[src/design/dne_pkg.sv]
package dne_pkg;

    localparam int DW = 16;
    localparam int QDEPTH = 4;
    localparam int QAW = 2;
    localparam logic [14:0] ONE_Q15 = 15'd32767;

    localparam logic [1:0] CFG_FRAME_WIDTH = 2'd0;
    localparam logic [1:0] CFG_FRAME_HEIGHT = 2'd1;
    localparam logic [1:0] CFG_DIFF_THRESHOLD = 2'd2;

    // One classified pixel handed from the front end to the normal unit.
    typedef struct packed {
        logic               int_pix;
        logic               border;
        logic [11:0]        row;
        logic [9:0]         col;
        logic signed [16:0] diff_a;
        logic signed [16:0] diff_b;
    } t_item;

    // A neighbor that strays too far from the center counts as zero.
    function automatic logic [DW-1:0] keep_nb(input logic [DW-1:0] ctr,
                                              input logic [DW-1:0] nb,
                                              input logic [DW-1:0] thr);
        logic [DW-1:0] diff_mag;
        diff_mag = (ctr > nb) ? ctr - nb : nb - ctr;
        return (diff_mag > thr) ? '0 : nb;
    endfunction

endpackage

[src/design/dne_fifo.sv]
module dne_fifo
    import dne_pkg::*;
(
    input  logic  i_clk,
    input  logic  i_rst_n,
    input  logic  i_push,
    input  t_item i_item,
    input  logic  i_pop,
    output t_item o_head,
    output logic  o_full,
    output logic  o_empty
);

    t_item            r_mem [QDEPTH];
    logic [QAW-1:0]   r_wp;
    logic [QAW-1:0]   r_rp;
    logic [QAW:0]     r_cnt;

    assign o_head  = r_mem[r_rp];
    assign o_full  = (r_cnt == (QAW+1)'(QDEPTH));
    assign o_empty = (r_cnt == '0);

    always_ff @(posedge i_clk) begin
        if (!i_rst_n) begin
            r_wp  <= '0;
            r_rp  <= '0;
            r_cnt <= '0;
        end else begin
            if (i_push) begin
                r_wp <= r_wp + 1'b1;
            end
            if (i_pop) begin
                r_rp <= r_rp + 1'b1;
            end
            if (i_push && !i_pop) begin
                r_cnt <= r_cnt + 1'b1;
            end else if (i_pop && !i_push) begin
                r_cnt <= r_cnt - 1'b1;
            end
        end
    end

    always_ff @(posedge i_clk) begin
        if (i_push) begin
            r_mem[r_wp] <= i_item;
        end
    end

endmodule

[config.mk]
export PLATFORM = sky130hd
export DESIGN_NAME = dne_fifo
export DESIGN_NICKNAME = d
export VERILOG_FILES = /design/src/design/dne_pkg.sv /design/src/design/dne_fifo.sv
export SDC_FILE = /design/constraint.sdc
export NUM_CORES = 1
export LEC_CHECK = 0
export ABC_CLOCK_PERIOD_IN_PS = 6400
export BUFFER_PORTS_ARGS = -buffer_cell sky130_fd_sc_hd__buf_4
export CAP_MARGIN = 0
export CORE_UTILIZATION = 30
export CTS_BUF_LIST = sky130_fd_sc_hd__clkbuf_2 sky130_fd_sc_hd__clkbuf_4 sky130_fd_sc_hd__clkbuf_8
export DETAILED_ROUTE_END_ITERATION = 16
export GPL_TIMING_DRIVEN = 0
export PLACE_DENSITY = 0.53
export SYNTH_ARGS = -nofsm -noshare
export SYNTH_HDL_FRONTEND = slang
export SYNTH_SLANG_ARGS = --single-unit
export TNS_END_PERCENT = 5
[constraint.sdc]
create_clock -name i_clk -period 6.4 [get_ports i_clk]
set_clock_uncertainty 0.2 [all_clocks]
set_input_delay 0.64 -clock i_clk [delete_from_list [all_inputs] [get_ports i_clk]]
set_output_delay 0.64 -clock i_clk [all_outputs]
set_load 0.005 [all_outputs]
Word level (Yosys, flattened, before mapping)

Memories as Yosys holds them, arrays and structs flattened. A register that Yosys moved wholly into a read port is not among the register bits.
Cells that the tools add are included.

Equal/unequal tests: 1
Mux-type cells: 6
Reduce and logical (&&, ||, !) cells: 6
Add/subtract/negate cells: 4

Operators by type and width:

| cell                                                                | number |
|---|---|
| 3-bit 2-to-1 mux                                                    | 2 |
| 2-bit by 1-bit adder with 2-bit output (second input constant)      | 2 |
| 2-bit 2-to-1 mux                                                    | 2 |
| 3-bit by 1-bit adder with 3-bit output (second input constant)      | 1 |
| 3-bit equality test (second input constant)                         | 1 |
| 3-bit zero test                                                     | 1 |
| 3-bit by 1-bit subtractor with 3-bit output (second input constant) | 1 |
| 1-bit logical AND                                                   | 2 |
| 1-bit zero test                                                     | 2 |
| 1-bit 2-to-1 mux                                                    | 2 |
| 2-bit nonzero test                                                  | 1 |

Bits in registers: 7
Logic and storage cells: 21
Memories: 1
Output and inout port bits: 60
Memory bits (writable): 232
Input bits: 62

Memory list:

| name  | depth | width | read ports | clocked after memory_dff | write ports | RTL line       | source |
|---|---|---|---|---|---|---|---|
| r_mem | 4     | 58    | 1          | 1                        | 1           | dne_fifo.sv:14 | `t_item r_mem [QDEPTH];` |

Longest topological paths before layout

Gate-level depths: netlist of run 1.

Depth after elaboration: 4
Depth in mapped cells: 7
Depth with buffers taken out: 7

Worst setup path after synthesis of run 1

OpenSTA, ideal clock, no wires.

Kind: in2reg
From: in i_push
To: mem r_mem[0][0] in the netlist's numbering, enable pin
Arrival time: 2.013 ns
Data required time: 5.778 ns
Stages on the path: 1
Setup slack: 3.765 ns
Setup time: 0.422 ns
Path buffers: 0
Cell sequence: and2_1

Cells in the longest elaborated chain, start to end: 2

Ends and longest elaborated chain:

| item                                   | RTL line       | source |
|---|---|---|
| start, declared                        | dne_fifo.sv:6  | `input logic i_push,` |
| 1-bit 2-to-1 mux                       | dne_fifo.sv:44 | `if (i_push) begin` |
| 1-bit 2-to-1 mux (not written as such) | dne_fifo.sv:45 | `r_mem[r_wp] <= i_item;` |
| end, declared                          | dne_fifo.sv:14 |  |

Every way passes these cells.

==> out/metrics.cfg, run 1 <==
[pwr]
p_seq_share_pct = 52.2
p_sw_w = 0.000752
ir_worst_vdd_mv = 0.149
comb_power_share_pct = 10.6
p_leak_nw = 3.77
clkPwrFrac_pct = 37.2
power_w = 0.00351
internal_power_w = 0.00276
sw_frac_of_total_pct = 21.4
p_per_area_nw_per_um2 = 316

[sta]
post-route-period-util_pct = 45.9
grt_setup_unrepaired = no
period_minus_slack_ns = 2.94
setup_viol = 0
relSlewSlack_pct = 51.7
setup_tns_ns = 0
worst_slew_pin_slew_ns = 0.725
slew_viol_final = 0
hold_violations = 0
fmax_ghz = 0.341

[critical_path]
r2r_setup_slack_ns = 4.54
reg2reg_from = r_wp[0]
startpoint_type = register
crit_path_end = o_head[25]
r2r_end = r_mem[2][40]
worstPathRequired_ns = 5.56
crit_fanout = 10
endpoint_kind = output port
critPathKind = reg -> out
worstPathArrival_ns = 2.10
ff2ff_path_depth = 4

[route]
wire_per_inst_um = 18.1
drtPass1Iterations = 4
ant_nets = 0
routed_wl_um = 16800
drtIter0Drc = 138
vias = 4041
drc = 0
via_per_inst = 4.36

[floorplan]
io_pins = 122
fp-row-count = 62
die_area_um2 = 30200
core_um2 = 28900
fp.dieH_um = 174
initial_core_util_pct = 30.6
dieWidth_um = 174

[global_routing]
first_global_vias = 4606
grt_pass1_wl_um = 26000
grt_antenna_before_repair = 0
grt_max_degree = 39
grt.overflow.total = 0
grt.total_usage_pct = 11.3

[cts]
clk_pin_slew_worst_paths_ns = 0.06
htreeDepth = 2
cts_inserted_buffers = 42
post-cts-setup-buffer-count = 0
cts_tree = built
ctsHoldBuffers = 0
clk-insertion-delay-late_ns = 0.51
clockBufferDepth = 3
cts-root-buf = clkbuf_8
cts_sinks = 241
postCtsResizedCells = 0

[yosys]
syn_area_per_cell_um2 = 25.5
post-synth-top-area-cell = edfxtp_1
synth.distinct_cells = 22
synth-seq-cells = 241
syn-num-nets = 414
yosysWarnings = 0
syn_area_um2 = 8840
ys_top_cells_by_area = edfxtp_1 79%, mux4_2 15%, dfxtp_1 2.0%
seq_area_frac_synth_pct = 80.9
synth_cells = 346
synth_top_area_share_pct = 78.8

[outcome]
status = complete, no violations

[run]
maxCapViolations = 0

[cells_and_area]
fill_cells = 2666
syn2layout_area_growth_pct = 25.8
drive_above_1_share_pct = 48.2
nets = 583
antenna_cells = 0

[worst_hold_path]
hold_path.class = in -> reg

[placement]
hpwl_um = 10300
io_buffers = 121
gp_congestion = 0.635

layout by cell type, fill, tap and decap left out, drive strengths merged:
master | synthesis | layout
edfxtp | 232 | 232
buf | 13 | 138
clkbuf | 0 | 61
mux4 | 58 | 58
clkinv | 0 | 10
dfxtp | 9 | 9
and2 | 9 | 9
ha | 5 | 5
inv | 4 | 4
xor2 | 3 | 3
xnor2 | 2 | 2
mux2i | 2 | 2
nor2b | 2 | 2
nor3b | 1 | 1
nor3 | 1 | 1
nand2 | 1 | 1
o21ai | 1 | 1
or3 | 1 | 1
a21boi | 1 | 1
fa | 1 | 1
kinds of logic (layout without fill, tap and decap cells):
logic type | after synthesis | count (layout) | share of synthesized area [%]
xor+xnor | 5 | 5 | 0.496
flops | 241 | 241 | 80.9
mux | 60 | 60 | 15.0
compound gates | 2 | 2 | 0.142
simple gates | 15 | 15 | 1.03
fa+ha+maj | 6 | 6 | 0.934
buf+inv | 17 | 213 | 1.53
cell usage after synthesis (all sizes together):
master / n
o21ai: 1
edfxtp: 232
inv: 4
a21boi: 1
nand2: 1
xor2: 3
nor3b: 1
or3: 1
dfxtp: 9
xnor2: 2
nor2b: 2
fa: 1
mux2i: 2
mux4: 58
buf: 13
and2: 9
nor3: 1
ha: 5
per-layer routing:
| layer | global-route usage, % | vias to the layer above | wire length (um) |
|---|---|---|---|
| met5 | 0 | - | 0 |
| met4 | 4.09 | 0 | 381 |
| met3 | 3.22 | 32 | 915 |
| met2 | 19.2 | 116 | 8390 |
| met1 | 13.8 | 2085 | 7110 |
| li1 | - | 1808 | - |
critical path, cell delays in order, from the launching register on:
cell and delay, ns:
dfxtp_1 0.39, buf_2 0.32, buf_2 0.35, mux4_2 0.37, buf_4 0.15
power by group through the flow:
| stage | combinational [W] | clock [W] | sequential [W] |
|---|---|---|---|
| final | 0.000372 | 0.00131 | 0.00183 |
| after global routing | 0.000405 | 0.00143 | 0.00184 |
| after CTS | 0.000386 | 0.00136 | 0.00183 |
| after detailed placement | 0.000385 | 0 | 0.00186 |
| after global placement | 0.000366 | 0 | 0.00187 |
| after floorplan | 0.000186 | 0 | 0.00186 |
state kept, by name (all words and copies together), names as in the netlist, named ones only:
register / count
r_wp: 2
r_cnt: 3
r_mem: 232
r_rp: 2
per-stage QoR:
step / utilization, % / hold slack, ns / setup slack [ns] / area [um2] / instances
2_1_floorplan: - / 0.272 / 3.77 / 8840 / 346
3_3_place_gp: 35.4 / 0.291 / 2.41 / 10200 / 851
3_5_place_dp: 35.8 / 0.315 / 3.92 / 10300 / 855
4_1_cts: 38.5 / 0.0750 / 3.33 / 11100 / 926
5_1_grt: 38.5 / 0.0786 / 3.28 / 11100 / 926
6_report: 38.5 / 0.124 / 3.46 / 11100 / 926
how the worst min path moves through the flow:
stage	from	cells past startpoint	end	slack, ns
2_1_floorplan	r_cnt[2]	2	r_cnt[2]	0.27
3_3_place_gp	r_cnt[2]	2	r_cnt[2]	0.29
3_5_place_dp	r_cnt[2]	2	r_cnt[2]	0.31
4_1_cts	i_item[34]	1	r_mem[2][34]	0.07
5_1_grt	i_item[56]	1	r_mem[2][56]	0.08
6_report	i_item[22]	1	r_mem[2][22]	0.12
cell type report:
cell class                      count  area [um2]  area share [%]
Sequential cell                   241        7150            64.3
Multi-Input combinational cell     88        1570            14.1
Timing Repair Buffer              125        1000            9.02
Clock buffer                       61         746            6.71
Tap cell                          384         480            4.32
Buffer                             13         120            1.08
Clock inverter                     10        41.3           0.371
Inverter                            4        15.0           0.135
(Power assumes the default switching activity.)
==> inputs of run 2 (changes only) <==
ABC_CLOCK_PERIOD_IN_PS = 3060   (was 6400)
clock period = 3.06 ns   (was 6.4 ns; I/O delays follow)
==> out/metrics.cfg, run 2 (synthesis results as in run 1) <==
[route]
drtPass1Iterations = 4  ; unchanged
vias = 4249  ; +5.1%
drtIter0Drc = 146  ; +5.8%
via_per_inst = 4.30  ; -1.5%
wire_per_inst_um = 17.2  ; -5.2%
routed_wl_um = 17000  ; +1.1%
ant_nets = 0  ; unchanged
drc = 0  ; unchanged

[placement]
gp_congestion = 0.635  ; unchanged
dp.cells = 855  ; unchanged
place_ws_ns = 0.909  ; -3.01 ns
io_buffers = 121  ; unchanged
hpwl_um = 10300  ; unchanged

[pwr]
comb_power_share_pct = 11.4  ; +0.8 points
p_sw_w = 0.00159  ; +110%
power_w = 0.00741  ; +110%
internal_power_w = 0.00582  ; +110%
p_seq_share_pct = 51.7  ; -0.5 points
p_per_area_nw_per_um2 = 631  ; +100%
sw_frac_of_total_pct = 21.4  ; +0.025 points
clkPwrFrac_pct = 36.9  ; -0.3 points
p_leak_nw = 4.03  ; +6.9%
ir_worst_vdd_mv = 0.313  ; +110%

[critical_path]
critPathKind = reg -> out
endpoint_kind = output port
crit_fanout = 10  ; unchanged
worstPathRequired_ns = 2.55  ; -3.01 ns
worstPathArrival_ns = 2.09  ; about the same
startpoint_type = register

[sta]
setup_viol = 0  ; unchanged
grt_setup_unrepaired = no
worst_slew_pin_slew_ns = 0.749  ; +0.0243 ns
slew_viol_final = 0  ; unchanged
period_minus_slack_ns = 2.60
fmax_ghz = 0.385
final.setup.worst_slack_ns = 0.459  ; -3.00 ns
post-route-period-util_pct = 85.0
hold_violations = 0  ; unchanged
relSlewSlack_pct = 50.1  ; -1.6 points

[cells_and_area]
layout_commonest_cell = edfxtp_1
drive_above_1_share_pct = 43.2  ; -4.9 points
syn2layout_area_growth_pct = 32.8
top_register = r_mem
fin_util_pct = 40.7  ; +2.2 points
largest_reg_flops = 232  ; unchanged
final-instance-count-excl-fill = 988  ; +6.7%
reg_top3 = r_mem (232), r_cnt (3)
nets = 645  ; +11%
antenna_cells = 0  ; unchanged
final_cell_mix = 232 x edfxtp_1, 124 x buf_4, 62 x dlygate4sd3_1

[global_routing]
grt_max_degree = 39  ; unchanged
first_global_vias = 4819  ; +4.6%
grt_antenna_before_repair = 0  ; unchanged
grt.total_usage_pct = 11.5  ; +0.13 points
grt_pass1_wl_um = 26600  ; +2.0%
grt.overflow.total = 0  ; unchanged

[cts]
cts_tree = built
clk_pin_slew_worst_paths_ns = 0.05  ; about the same
clockBufferDepth = 3  ; unchanged
cts_sinks = 241  ; unchanged
clk-insertion-delay-late_ns = 0.51  ; about the same
cts-root-buf = clkbuf_8
post-cts-setup-buffer-count = 0  ; unchanged
cts_inserted_buffers = 42  ; unchanged
htreeDepth = 2  ; unchanged

[floorplan]
core_um2 = 28900  ; unchanged
dieWidth_um = 174  ; unchanged
fp-row-count = 62  ; unchanged
initial_core_util_pct = 30.6  ; unchanged
fp.dieH_um = 174  ; unchanged
die_area_um2 = 30200  ; unchanged
io_pins = 122  ; unchanged

[run]
maxCapViolations = 0  ; unchanged

[worst_hold_path]
hold_path.class = in -> reg

[outcome]
status = complete, no violations

[run 2: cell count changes in the layout (fill, tap and decap cells not counted), sizes merged]
cell / change
dlygate4sd3: +62
[run 2: path summary, 6_finish.rpt]
path	from	to	slack [ns]	cells past startpoint
worst min-delay path	i_item[47]	r_mem[2][47]	0.33	2
worst min register to register	r_cnt[2]	r_cnt[2]	0.33	2
worst max-delay path	register	o_head[25]	0.46	4
worst max register to register	r_wp[0]	r_mem[2][40]	1.20	4
[run 2: what timing repair did]
action | 4_1_cts | 5_1_grt
hold buffers | 62 | 0
resized for setup | 0 | 0
hold endpoints to repair | 241 | 0
[run 2: cell type report]
class / instances / area (um2)
Clock buffer: 61 / 746
Inverter: 4 / 15.0
Timing Repair Buffer: 187 / 1620
Tap cell: 384 / 480
Multi-Input combinational cell: 88 / 1570
Buffer: 13 / 120
Fill cell: 2626 / 17100
Sequential cell: 241 / 7150
Clock inverter: 10 / 41.3
[run 2: layer usage]
| metal | vias up | part of all wire [%] | global-route usage, % |
|---|---|---|---|
| met3 | 33 | 5.6 | 3.14 |
| li1 | 1932 | - | - |
| met4 | 0 | 2.2 | 4.09 |
| met5 | - | 0 | 0 |
| met2 | 121 | 50 | 19.6 |
| met1 | 2163 | 42 | 13.9 |
[run 2: power by group through the flow]
stage               Combinational, W  Sequential (W)  Clock [W]
floorplan                   0.000388         0.00389          0
finish                      0.000845         0.00383    0.00274
detailed placement          0.000805         0.00390          0
CTS                         0.000873         0.00383    0.00285
global route                0.000917         0.00384    0.00299
global placement            0.000766         0.00391          0
[run 2: through the flow]
stage / area, um2 / setup TNS, ns / hold slack [ns]
2_1_floorplan: 8840 / 0 / 0.205
3_3_place_gp: 10200 / -154.19 / 0.291
3_5_place_dp: 10300 / 0 / 0.311
4_1_cts: 11700 / 0 / 0.286
5_1_grt: 11700 / 0 / 0.298
6_report: 11700 / 0 / 0.327
[run 2: worst max-delay path, stage by stage, from the launching register on]
cell and delay (ns):
dfxtp_1 0.39, buf_2 0.32, buf_2 0.35, mux4_2 0.37, buf_4 0.15
