--- src/design/dne_pkg.sv ---
package dne_pkg;

    localparam int DW = 16;
    localparam int QDEPTH = 4;
    localparam int QAW = 2;
    localparam logic [14:0] ONE_Q15 = 15'd32767;

    localparam logic [1:0] CFG_FRAME_WIDTH = 2'd0;
    localparam logic [1:0] CFG_FRAME_HEIGHT = 2'd1;
    localparam logic [1:0] CFG_DIFF_THRESHOLD = 2'd2;

    // One classified pixel handed from the front end to the normal unit.
    typedef struct packed {
        logic               int_pix;
        logic               border;
        logic [11:0]        row;
        logic [9:0]         col;
        logic signed [16:0] diff_a;
        logic signed [16:0] diff_b;
    } t_item;

    // A neighbor that strays too far from the center counts as zero.
    function automatic logic [DW-1:0] keep_nb(input logic [DW-1:0] ctr,
                                              input logic [DW-1:0] nb,
                                              input logic [DW-1:0] thr);
        logic [DW-1:0] diff_mag;
        diff_mag = (ctr > nb) ? ctr - nb : nb - ctr;
        return (diff_mag > thr) ? '0 : nb;
    endfunction

endpackage

--- src/design/dne_back.sv ---
module dne_back
    import dne_pkg::*;
(
    input  logic               i_clk,
    input  logic               i_rst_n,
    input  logic               i_fifo_empty,
    input  t_item              i_head,
    output logic               o_pop,
    output logic               o_out_valid,
    input  logic               i_out_ready,
    output logic [11:0]        o_row,
    output logic [9:0]         o_col,
    output logic signed [15:0] o_normal_x,
    output logic signed [15:0] o_normal_y,
    output logic [14:0]        o_normal_z,
    output logic               o_last
);

    typedef enum logic [3:0] {
        B_IDLE, B_SQA, B_SQB, B_SUM, B_LOAD, B_DIV, B_SQRT, B_FIN, B_SEND
    } t_state;

    t_state      r_state;
    t_item       r_item;
    logic [31:0] r_a2;
    logic [31:0] r_b2;
    logic [33:0] r_s;
    logic [33:0] r_rem;
    logic [31:0] r_q;
    logic [31:0] r_v;
    logic [31:0] r_res;
    logic [31:0] r_bit;
    logic [4:0]  r_cnt;
    logic [1:0]  r_comp;
    logic [15:0] r_nx;
    logic [15:0] r_ny;
    logic        r_pend;

    logic [16:0] abs_a;
    logic [16:0] abs_b;
    logic [15:0] mul_in;
    logic [31:0] prod;
    logic [31:0] ksq;
    logic [34:0] rem2;
    logic        dge;
    logic [32:0] trial;
    logic        sge;
    logic [16:0] rnd;
    logic [16:0] qs;
    logic        k_pos;
    logic [15:0] comp_val;

    always_comb begin
        abs_a  = r_item.diff_a[16] ? 17'(-r_item.diff_a) : 17'(r_item.diff_a);
        abs_b  = r_item.diff_b[16] ? 17'(-r_item.diff_b) : 17'(r_item.diff_b);
        mul_in = (r_state == B_SQA) ? abs_a[15:0] : abs_b[15:0];
        prod   = mul_in * mul_in;
        case (r_comp)
            2'd0:    ksq = r_a2;
            2'd1:    ksq = r_b2;
            default: ksq = 32'd4;
        endcase
        // Restoring division step; the quotient of k*k*2^32 / s fits 32 bits.
        rem2  = {r_rem, 1'b0};
        dge   = rem2 >= {1'b0, r_s};
        // Integer square root step, two bits of the radicand at a time.
        trial = {1'b0, r_res} + {1'b0, r_bit};
        sge   = {1'b0, r_v} >= trial;
        rnd   = 17'((33'(r_res) + 33'd1) >> 1);
        case (r_comp)
            2'd0:    k_pos = !r_item.diff_a[16] && (r_item.diff_a != '0);
            2'd1:    k_pos = !r_item.diff_b[16] && (r_item.diff_b != '0);
            default: k_pos = 1'b0;
        endcase
        if (k_pos) begin
            qs       = (rnd > 17'd32768) ? 17'd32768 : rnd;
            comp_val = 16'(17'h10000 - qs);
        end else begin
            qs       = (rnd > 17'd32767) ? 17'd32767 : rnd;
            comp_val = qs[15:0];
        end
    end

    assign o_pop = (r_state == B_IDLE) && !i_fifo_empty;

    always_ff @(posedge i_clk) begin
        if (!i_rst_n) begin
            r_state     <= B_IDLE;
            o_out_valid <= 1'b0;
            r_pend      <= 1'b0;
        end else begin
            case (r_state)
                B_IDLE: begin
                    if (!i_fifo_empty) begin
                        r_item <= i_head;
                        if (i_head.int_pix) begin
                            r_state <= B_SQA;
                        end else begin
                            o_row       <= i_head.row;
                            o_col       <= i_head.col;
                            o_normal_x  <= '0;
                            o_normal_y  <= '0;
                            o_normal_z  <= ONE_Q15;
                            o_last      <= 1'b1;
                            o_out_valid <= 1'b1;
                            r_pend      <= 1'b0;
                            r_state     <= B_SEND;
                        end
                    end
                end
                B_SQA: begin
                    r_a2    <= prod;
                    r_state <= B_SQB;
                end
                B_SQB: begin
                    r_b2    <= prod;
                    r_state <= B_SUM;
                end
                B_SUM: begin
                    r_s     <= 34'(r_a2) + 34'(r_b2) + 34'd4;
                    r_comp  <= 2'd0;
                    r_state <= B_LOAD;
                end
                B_LOAD: begin
                    r_rem   <= 34'(ksq);
                    r_q     <= '0;
                    r_cnt   <= '0;
                    r_state <= B_DIV;
                end
                B_DIV: begin
                    r_rem <= dge ? 34'(rem2 - {1'b0, r_s}) : rem2[33:0];
                    r_q   <= {r_q[30:0], dge};
                    // The step count wraps to zero after the last step.
                    r_cnt <= r_cnt + 1'b1;
                    if (r_cnt == 5'd31) begin
                        r_v     <= {r_q[30:0], dge};
                        r_res   <= '0;
                        r_bit   <= 32'h4000_0000;
                        r_state <= B_SQRT;
                    end
                end
                B_SQRT: begin
                    if (sge) begin
                        r_v   <= r_v - trial[31:0];
                        r_res <= (r_res >> 1) + r_bit;
                    end else begin
                        r_res <= r_res >> 1;
                    end
                    r_bit <= r_bit >> 2;
                    r_cnt <= r_cnt + 1'b1;
                    if (r_cnt == 5'd15) begin
                        r_state <= B_FIN;
                    end
                end
                B_FIN: begin
                    case (r_comp)
                        2'd0: begin
                            r_nx    <= comp_val;
                            r_comp  <= 2'd1;
                            r_state <= B_LOAD;
                        end
                        2'd1: begin
                            r_ny    <= comp_val;
                            r_comp  <= 2'd2;
                            r_state <= B_LOAD;
                        end
                        default: begin
                            o_row       <= r_item.row - 12'd1;
                            o_col       <= r_item.col;
                            o_normal_x  <= r_nx;
                            o_normal_y  <= r_ny;
                            o_normal_z  <= comp_val[14:0];
                            o_last      <= !r_item.border;
                            o_out_valid <= 1'b1;
                            r_pend      <= r_item.border;
                            r_state     <= B_SEND;
                        end
                    endcase
                end
                B_SEND: begin
                    if (i_out_ready) begin
                        // A bottom-row pixel still owes its own border item.
                        if (r_pend) begin
                            o_row      <= r_item.row;
                            o_col      <= r_item.col;
                            o_normal_x <= '0;
                            o_normal_y <= '0;
                            o_normal_z <= ONE_Q15;
                            o_last     <= 1'b1;
                            r_pend     <= 1'b0;
                        end else begin
                            o_out_valid <= 1'b0;
                            r_state     <= B_IDLE;
                        end
                    end
                end
                default: r_state <= B_IDLE;
            endcase
        end
    end

endmodule

--- config.mk ---
export PLATFORM = sky130hd
export DESIGN_NAME = dne_back
export DESIGN_NICKNAME = d
export VERILOG_FILES = /design/src/design/dne_pkg.sv /design/src/design/dne_back.sv
export SDC_FILE = /design/constraint.sdc
export NUM_CORES = 1
export LEC_CHECK = 0
export ABC_AREA = 0
export BUFFER_PORTS_ARGS = -buffer_cell sky130_fd_sc_hd__buf_2
export CAP_MARGIN = 20
export CORE_ASPECT_RATIO = 0.5
export CORE_MARGIN = 3
export CORE_UTILIZATION = 60
export DETAILED_ROUTE_END_ITERATION = 10
export PLACE_DENSITY = 0.78
export SYNTH_ARGS = -nofsm -noshare
export SYNTH_HDL_FRONTEND = slang
export SYNTH_SLANG_ARGS = --single-unit
--- constraint.sdc ---
create_clock -name i_clk -period 8.6 [get_ports i_clk]
set_input_delay 0.43 -clock i_clk [delete_from_list [all_inputs] [get_ports i_clk]]
set_output_delay 0.43 -clock i_clk [all_outputs]
set_load 0.005 [all_outputs]
## Yosys cells after proc, flatten, opt, wreduce, memory -nomap -nowiden

Index checks and enable logic that the tools add are counted.

| operators by class | value |
|---|---|
| multipliers | 1 |
| reduce and logical (&&, ||, !) cells | 33 |
| order comparisons | 4 |
| bitwise operators | 1 |
| $add $sub $neg | 12 |
| equality and inequality tests | 21 |
| multiplexer cells | 71 |

Operators with widths:

| cell | number |
|---|---|
| case mux 32 bit (2 select lines) | 4 |
| 2-to-1 mux 16 bit | 12 |
| 2-to-1 mux 32 bit | 5 |
| case mux 16 bit (3 select lines) | 2 |
| 2-to-1 mux 15 bit | 5 |
| case mux 34 bit (2 select lines) | 1 |
| adder 32 x 32 -> 33 bit | 2 |
| case mux 31 bit (2 select lines) | 1 |
| 2-to-1 mux 12 bit | 5 |
| 2-to-1 mux 10 bit | 5 |
| case mux 15 bit (3 select lines) | 1 |
| case mux 12 bit (3 select lines) | 1 |
| case mux 4 bit (9 select lines) | 1 |
| greater-or-equal comparator 35 x 34 -> 1 bit | 1 |
| adder 33 x 3 -> 34 bit (second input constant) | 1 |
| 2-to-1 mux 34 bit | 1 |
| nonzero test 17 bit | 2 |
| subtractor 34 bit | 1 |
| greater-or-equal comparator 32 x 33 -> 1 bit | 1 |
| adder 31 x 32 -> 32 bit | 1 |
| multiplier 16 x 16 -> 32 bit | 1 |
| negator 16 bit | 2 |
| subtractor 32 bit | 1 |
| case mux 10 bit (3 select lines) | 1 |
| 35 further kinds | 85 |

| storage, ports and cells | value |
|---|---|
| output and inout port bits | 72 |
| register bits after elaboration | 431 |
| word-level logic and storage cells | 169 |
| bits of input ports | 62 |

## Logic depth before layout (Yosys ltp)

| depth | value |
|---|---|
| word-level depth | 7 |
| mapped depth | 32 |
| depth with buffers taken out | 32 |

## Worst setup path after synthesis

No wires, ideal clock.

| path | value |
|---|---|
| path type | register to register |
| start | reg r_item[20] in the netlist's numbering |
| end | reg r_a2[30], data pin |
| stages on the path, launching flop included | 29 |
| setup slack | 0.919 ns |
| setup time | 0.262 ns |
| clock period less this slack | 7.681 ns |
| arrival | 7.419 ns |
| cell sequence | edfxtp_1 > or4_4 > nor3_1 > nand3b_1 > o41ai_1 > xnor2_1 > nand2_1 > o21a_1 > buf_2 > clkinv_1 > nand2_1 > fa_1 > inv_1 > fa_1 > fa_1 > fa_1 > fa_1 > inv_1 > fa_1 > inv_1 > ha_1 > clkbuf_1 > or3_1 > o211ai_1 > o221ai_1 > o41ai_2 > o21ai_0 > a21oi_1 > xnor2_1 |

| on the way | value |
|---|---|
| word-level cells in the longest chain between the ends | 4 |

Ends and longest elaborated chain:

| item | line | RTL |
|---|---|---|
| from (decl) | dne_back.sv:24 | `t_item r_item;` |
| from (signal assigned) | dne_back.sv:95 | `r_item <= i_head;` |
| negator 16 bit | dne_back.sv:54 | `abs_a = r_item.diff_a[16] ? 17'(-r_item.diff_a) : 17'(r_item.diff_a);` |
| 2-to-1 mux 16 bit (*) | dne_back.sv:54 |  |
| 2-to-1 mux 16 bit (*) | dne_back.sv:56 | `mul_in = (r_state == B_SQA) ? abs_a[15:0] : abs_b[15:0];` |
| multiplier 16 x 16 -> 32 bit (*) | dne_back.sv:57 | `prod = mul_in * mul_in;` |
| net prod[30] | dne_back.sv:42 | `logic [31:0] prod;` |
| to (signal assigned) | dne_back.sv:112 | `r_a2 <= prod;` |
| to (decl) | dne_back.sv:25 | `logic [31:0] r_a2;` |

The timed path passes the listed nets; every way through them passes the cells marked *.
A chain may end at the register's enable or synchronous reset.

## Worst setup path after layout

| path | value |
|---|---|
| start | reg r_item[20] in the netlist's numbering |
| end | reg r_b2[31], data pin |

| on the way | value |
|---|---|
| word-level cells in the longest chain between the ends | 4 |

Ends and longest elaborated chain:

| item | line | RTL |
|---|---|---|
| negator 16 bit | dne_back.sv:54 |  |
| 2-to-1 mux 16 bit (*) | dne_back.sv:54 |  |
| 2-to-1 mux 16 bit (*) | dne_back.sv:56 |  |
| multiplier 16 x 16 -> 32 bit (*) | dne_back.sv:57 |  |
| net prod[31] | dne_back.sv:42 |  |
| to (signal assigned) | dne_back.sv:116 | `r_b2 <= prod;` |
| to (decl) | dne_back.sv:26 | `logic [31:0] r_b2;` |

Marks and branches as above.

==> results.toml <==
[run_status]
run_status = "finished, final reports clean"

[layout]
register_area_mm2 = 0.0123
nNetsFinal = 3777
num_antenna_cells = 0
num-fill-cells = 3955
synthToLayoutAreaGrowth_pct = 8.88
final_layout_size_suffix_gt1_share_pct = 9.58
multiInputGateArea_mm2 = 0.0182

[floorplan]
rows = 59
dieArea_mm2 = 0.0566
core_mm2 = 0.0525
start_util_pct = 61.3
io_pins = 134
die_h_um = 170
die_w_um = 334

[synthesis]
syn_nets = 3675
synthArstFlopShare_pct = 0
ys.flop_type = "edfxtp_1"
synth_area_per_cell_um2 = 10.1
ys_top_cells_by_area = "edfxtp_1, fa_1, ha_1"
synth_seq_cells = 413
synth_top_area_cell = "edfxtp_1"
synth_top_area_share_pct = 38.0
seq_area_frac_synth_pct = 38.3
synth_edf_count = 407
ys_warn_count = 0
yosysUniqueCellTypes = 90
syn_inst = 3179
synthesis.area_mm2 = 0.0322

[setup_path]
critPathCaptureType = "register"
critPathMaxFanout = 11
cp-start-kind = "register"
required_ns = 8.87
arrival_ns = 8.42
crit_top_cell = "fa_1"
path_class = "reg2reg"
cpPeakStageDelay_ns = 0.56
slowest_stage = "or4_4"

[timing]
clock_skew_ns = 0.0316
setup_viol = 0
min_period_ns = 8.15
relSlewSlack_pct = 28.0
timing.fmax_mhz = 123
grt_setup_unrepaired = "false"
worst_pin_slew_ns = 1.08
fin_crit_sh_pct = 94.7
hold_viol = 0
drv_slew = 0
setup_tns_ns = 0

[job]
maxCapViolations = 0

[cts]
clk_pin_slew_ns = 0.07
cts_buffers = 39
insertion_delay_ns = 0.57
htreeDepth = 2
clock-root-buffer = "clkbuf_16"
cts_buffer_depth = 3
clock_sinks = 413
tritoncts = "built"

[route]
post-route-drc-count = 0
drt_first_pass_iters = 6
routedWlPerCell_um = 18.3
drt_first_iter_violations = 2048
postRouteAntennaNets = 0
via_per_inst = 5.98
routed-via-count = 23963
wl_um = 73400

[placed_design]
port_buffers = 133
gp_congestion = 0.947
hpwl_um = 54800

[min_path]
hold_path_class = "in2reg"

[grt]
grt_use_total_pct = 25.6
grt_pass1_vias = 23346
grt_overflow_total = 0
grt_max_degree = 70
antenna_found_initial = 0
grt_pass1_wl_um = 118000
==> sequential cells by signal, indices dropped and copies added (netlist names), 4 cells and up <==
signal      flops
r_state         4
r_res          32
o_col          10
r_v            32
o_normal_x     16
o_normal_z     15
r_b2           31
r_nx           16
r_rem          34
r_cnt           5
r_q            31
r_a2           31
r_item         57
r_ny           16
o_normal_y     16
r_s            34
o_row          12
r_bit          16
==> repair_timing <==
action / CTS / global route
buffers inserted: 0 / 2
hold buffers: 0 / 0
setup endpoints to repair: 0 / 20
resized for setup: 0 / 11
==> worst max-delay path, delay by kind of cell (launching register included) <==
family                   cells  cell delay [ns]
flip-flops                   1             0.44
AND/OR/NAND/NOR              6             1.36
AO/OA/AOI/OAI                7             1.46
buffers and inverters        4             0.45
XOR/XNOR                     2             0.31
adder cells (fa/ha/maj)      7             3.47
multiplexers                 1             0.37
==> layout make-up <==
cell class | count | area share (%)
multi-input combinational | 2313 | 51.9
inverter | 345 | 3.75
timing repair buffer | 169 | 2.69
sequential | 413 | 35.2
clock inverter | 24 | 0.993
clock buffer | 45 | 2.91
tap | 701 | 2.50
==> routing by layer <==
| metal | up-vias | global-route usage, % | wire, um |
|---|---|---|---|
| li1 | 11467 | - | - |
| met1 | 11591 | 34.6 | 31800 |
| met4 | 0 | 6.79 | 1840 |
| met3 | 137 | 4.92 | 5010 |
| met2 | 768 | 42.7 | 34800 |
| met5 | - | 0 | 0 |
==> cell families after synthesis <==
group	share of synthesized area, %
simple gates	13.8
xor+xnor	5.25
flops	38.3
compound gates	14.1
other cells	0.0117
buf+inv	5.42
fa+ha+maj	20.8
mux	2.27
==> worst paths after layout <==
kind | from | to | slack [ns] | depth (start not counted)
setup / recovery | r_item[20]$_DFFE_PP_ | r_b2[31]$_DFFE_PP_ | 0.45 | 27
setup reg to reg | r_item[20]$_DFFE_PP_ | r_b2[31]$_DFFE_PP_ | 0.45 | 27
hold reg to reg | o_out_valid$_SDFFE_PN0P_ | o_out_valid$_SDFFE_PN0P_ | 0.48 | 2
hold / removal | i_head[12] | r_item[12]$_DFFE_PP_ | 0.05 | 1
==> metrics by stage <==
step	hold WS (ns)	area, um^2	instances	setup slack, ns	util [%]
6_report	0.0474	35000	4010	0.452	66.8
5_1_grt	0.0225	35000	4010	0.0243	66.8
4_1_cts	0.0240	35000	4006	0.177	66.6
3_5_place_dp	0.477	33600	3937	0.236	64.0
3_3_place_gp	0.477	33600	3937	0.448	64.0
2_1_floorplan	0.464	32200	3179	0.919	-
==> placed cells by master, fill, tap and decap left out, types with 29 or more instances in the layout <==
cell type    n
xnor2_1    111
a211oi_1    37
edfxtp_1   407
inv_1      338
and2_1      96
mux2i_1     54
a21o_1      75
nor2b_1     30
xor2_1      82
nor2_1     243
buf_2      133
ha_1       267
nand2b_1    33
o21ai_0    143
clkbuf_16   40
a21oi_1    154
nand3_1     53
a31oi_1     43
nor3_1      52
buf_4       34
nand2_1    276
o21a_1      29
fa_1       167
==> synth_stat cells, types with 57 or more instances <==
master / count
ha_1: 267
nor2_1: 247
a21o_1: 75
edfxtp_1: 407
a21oi_1: 154
and2_1: 97
clkbuf_1: 82
xnor2_1: 111
o21ai_0: 143
nor3_1: 57
nand2_1: 276
fa_1: 167
xor2_1: 82
inv_1: 339
Power is left out: the tool's default activity adds up to more than one toggle a clock period on the data nets, which glitch-free logic cannot reach.
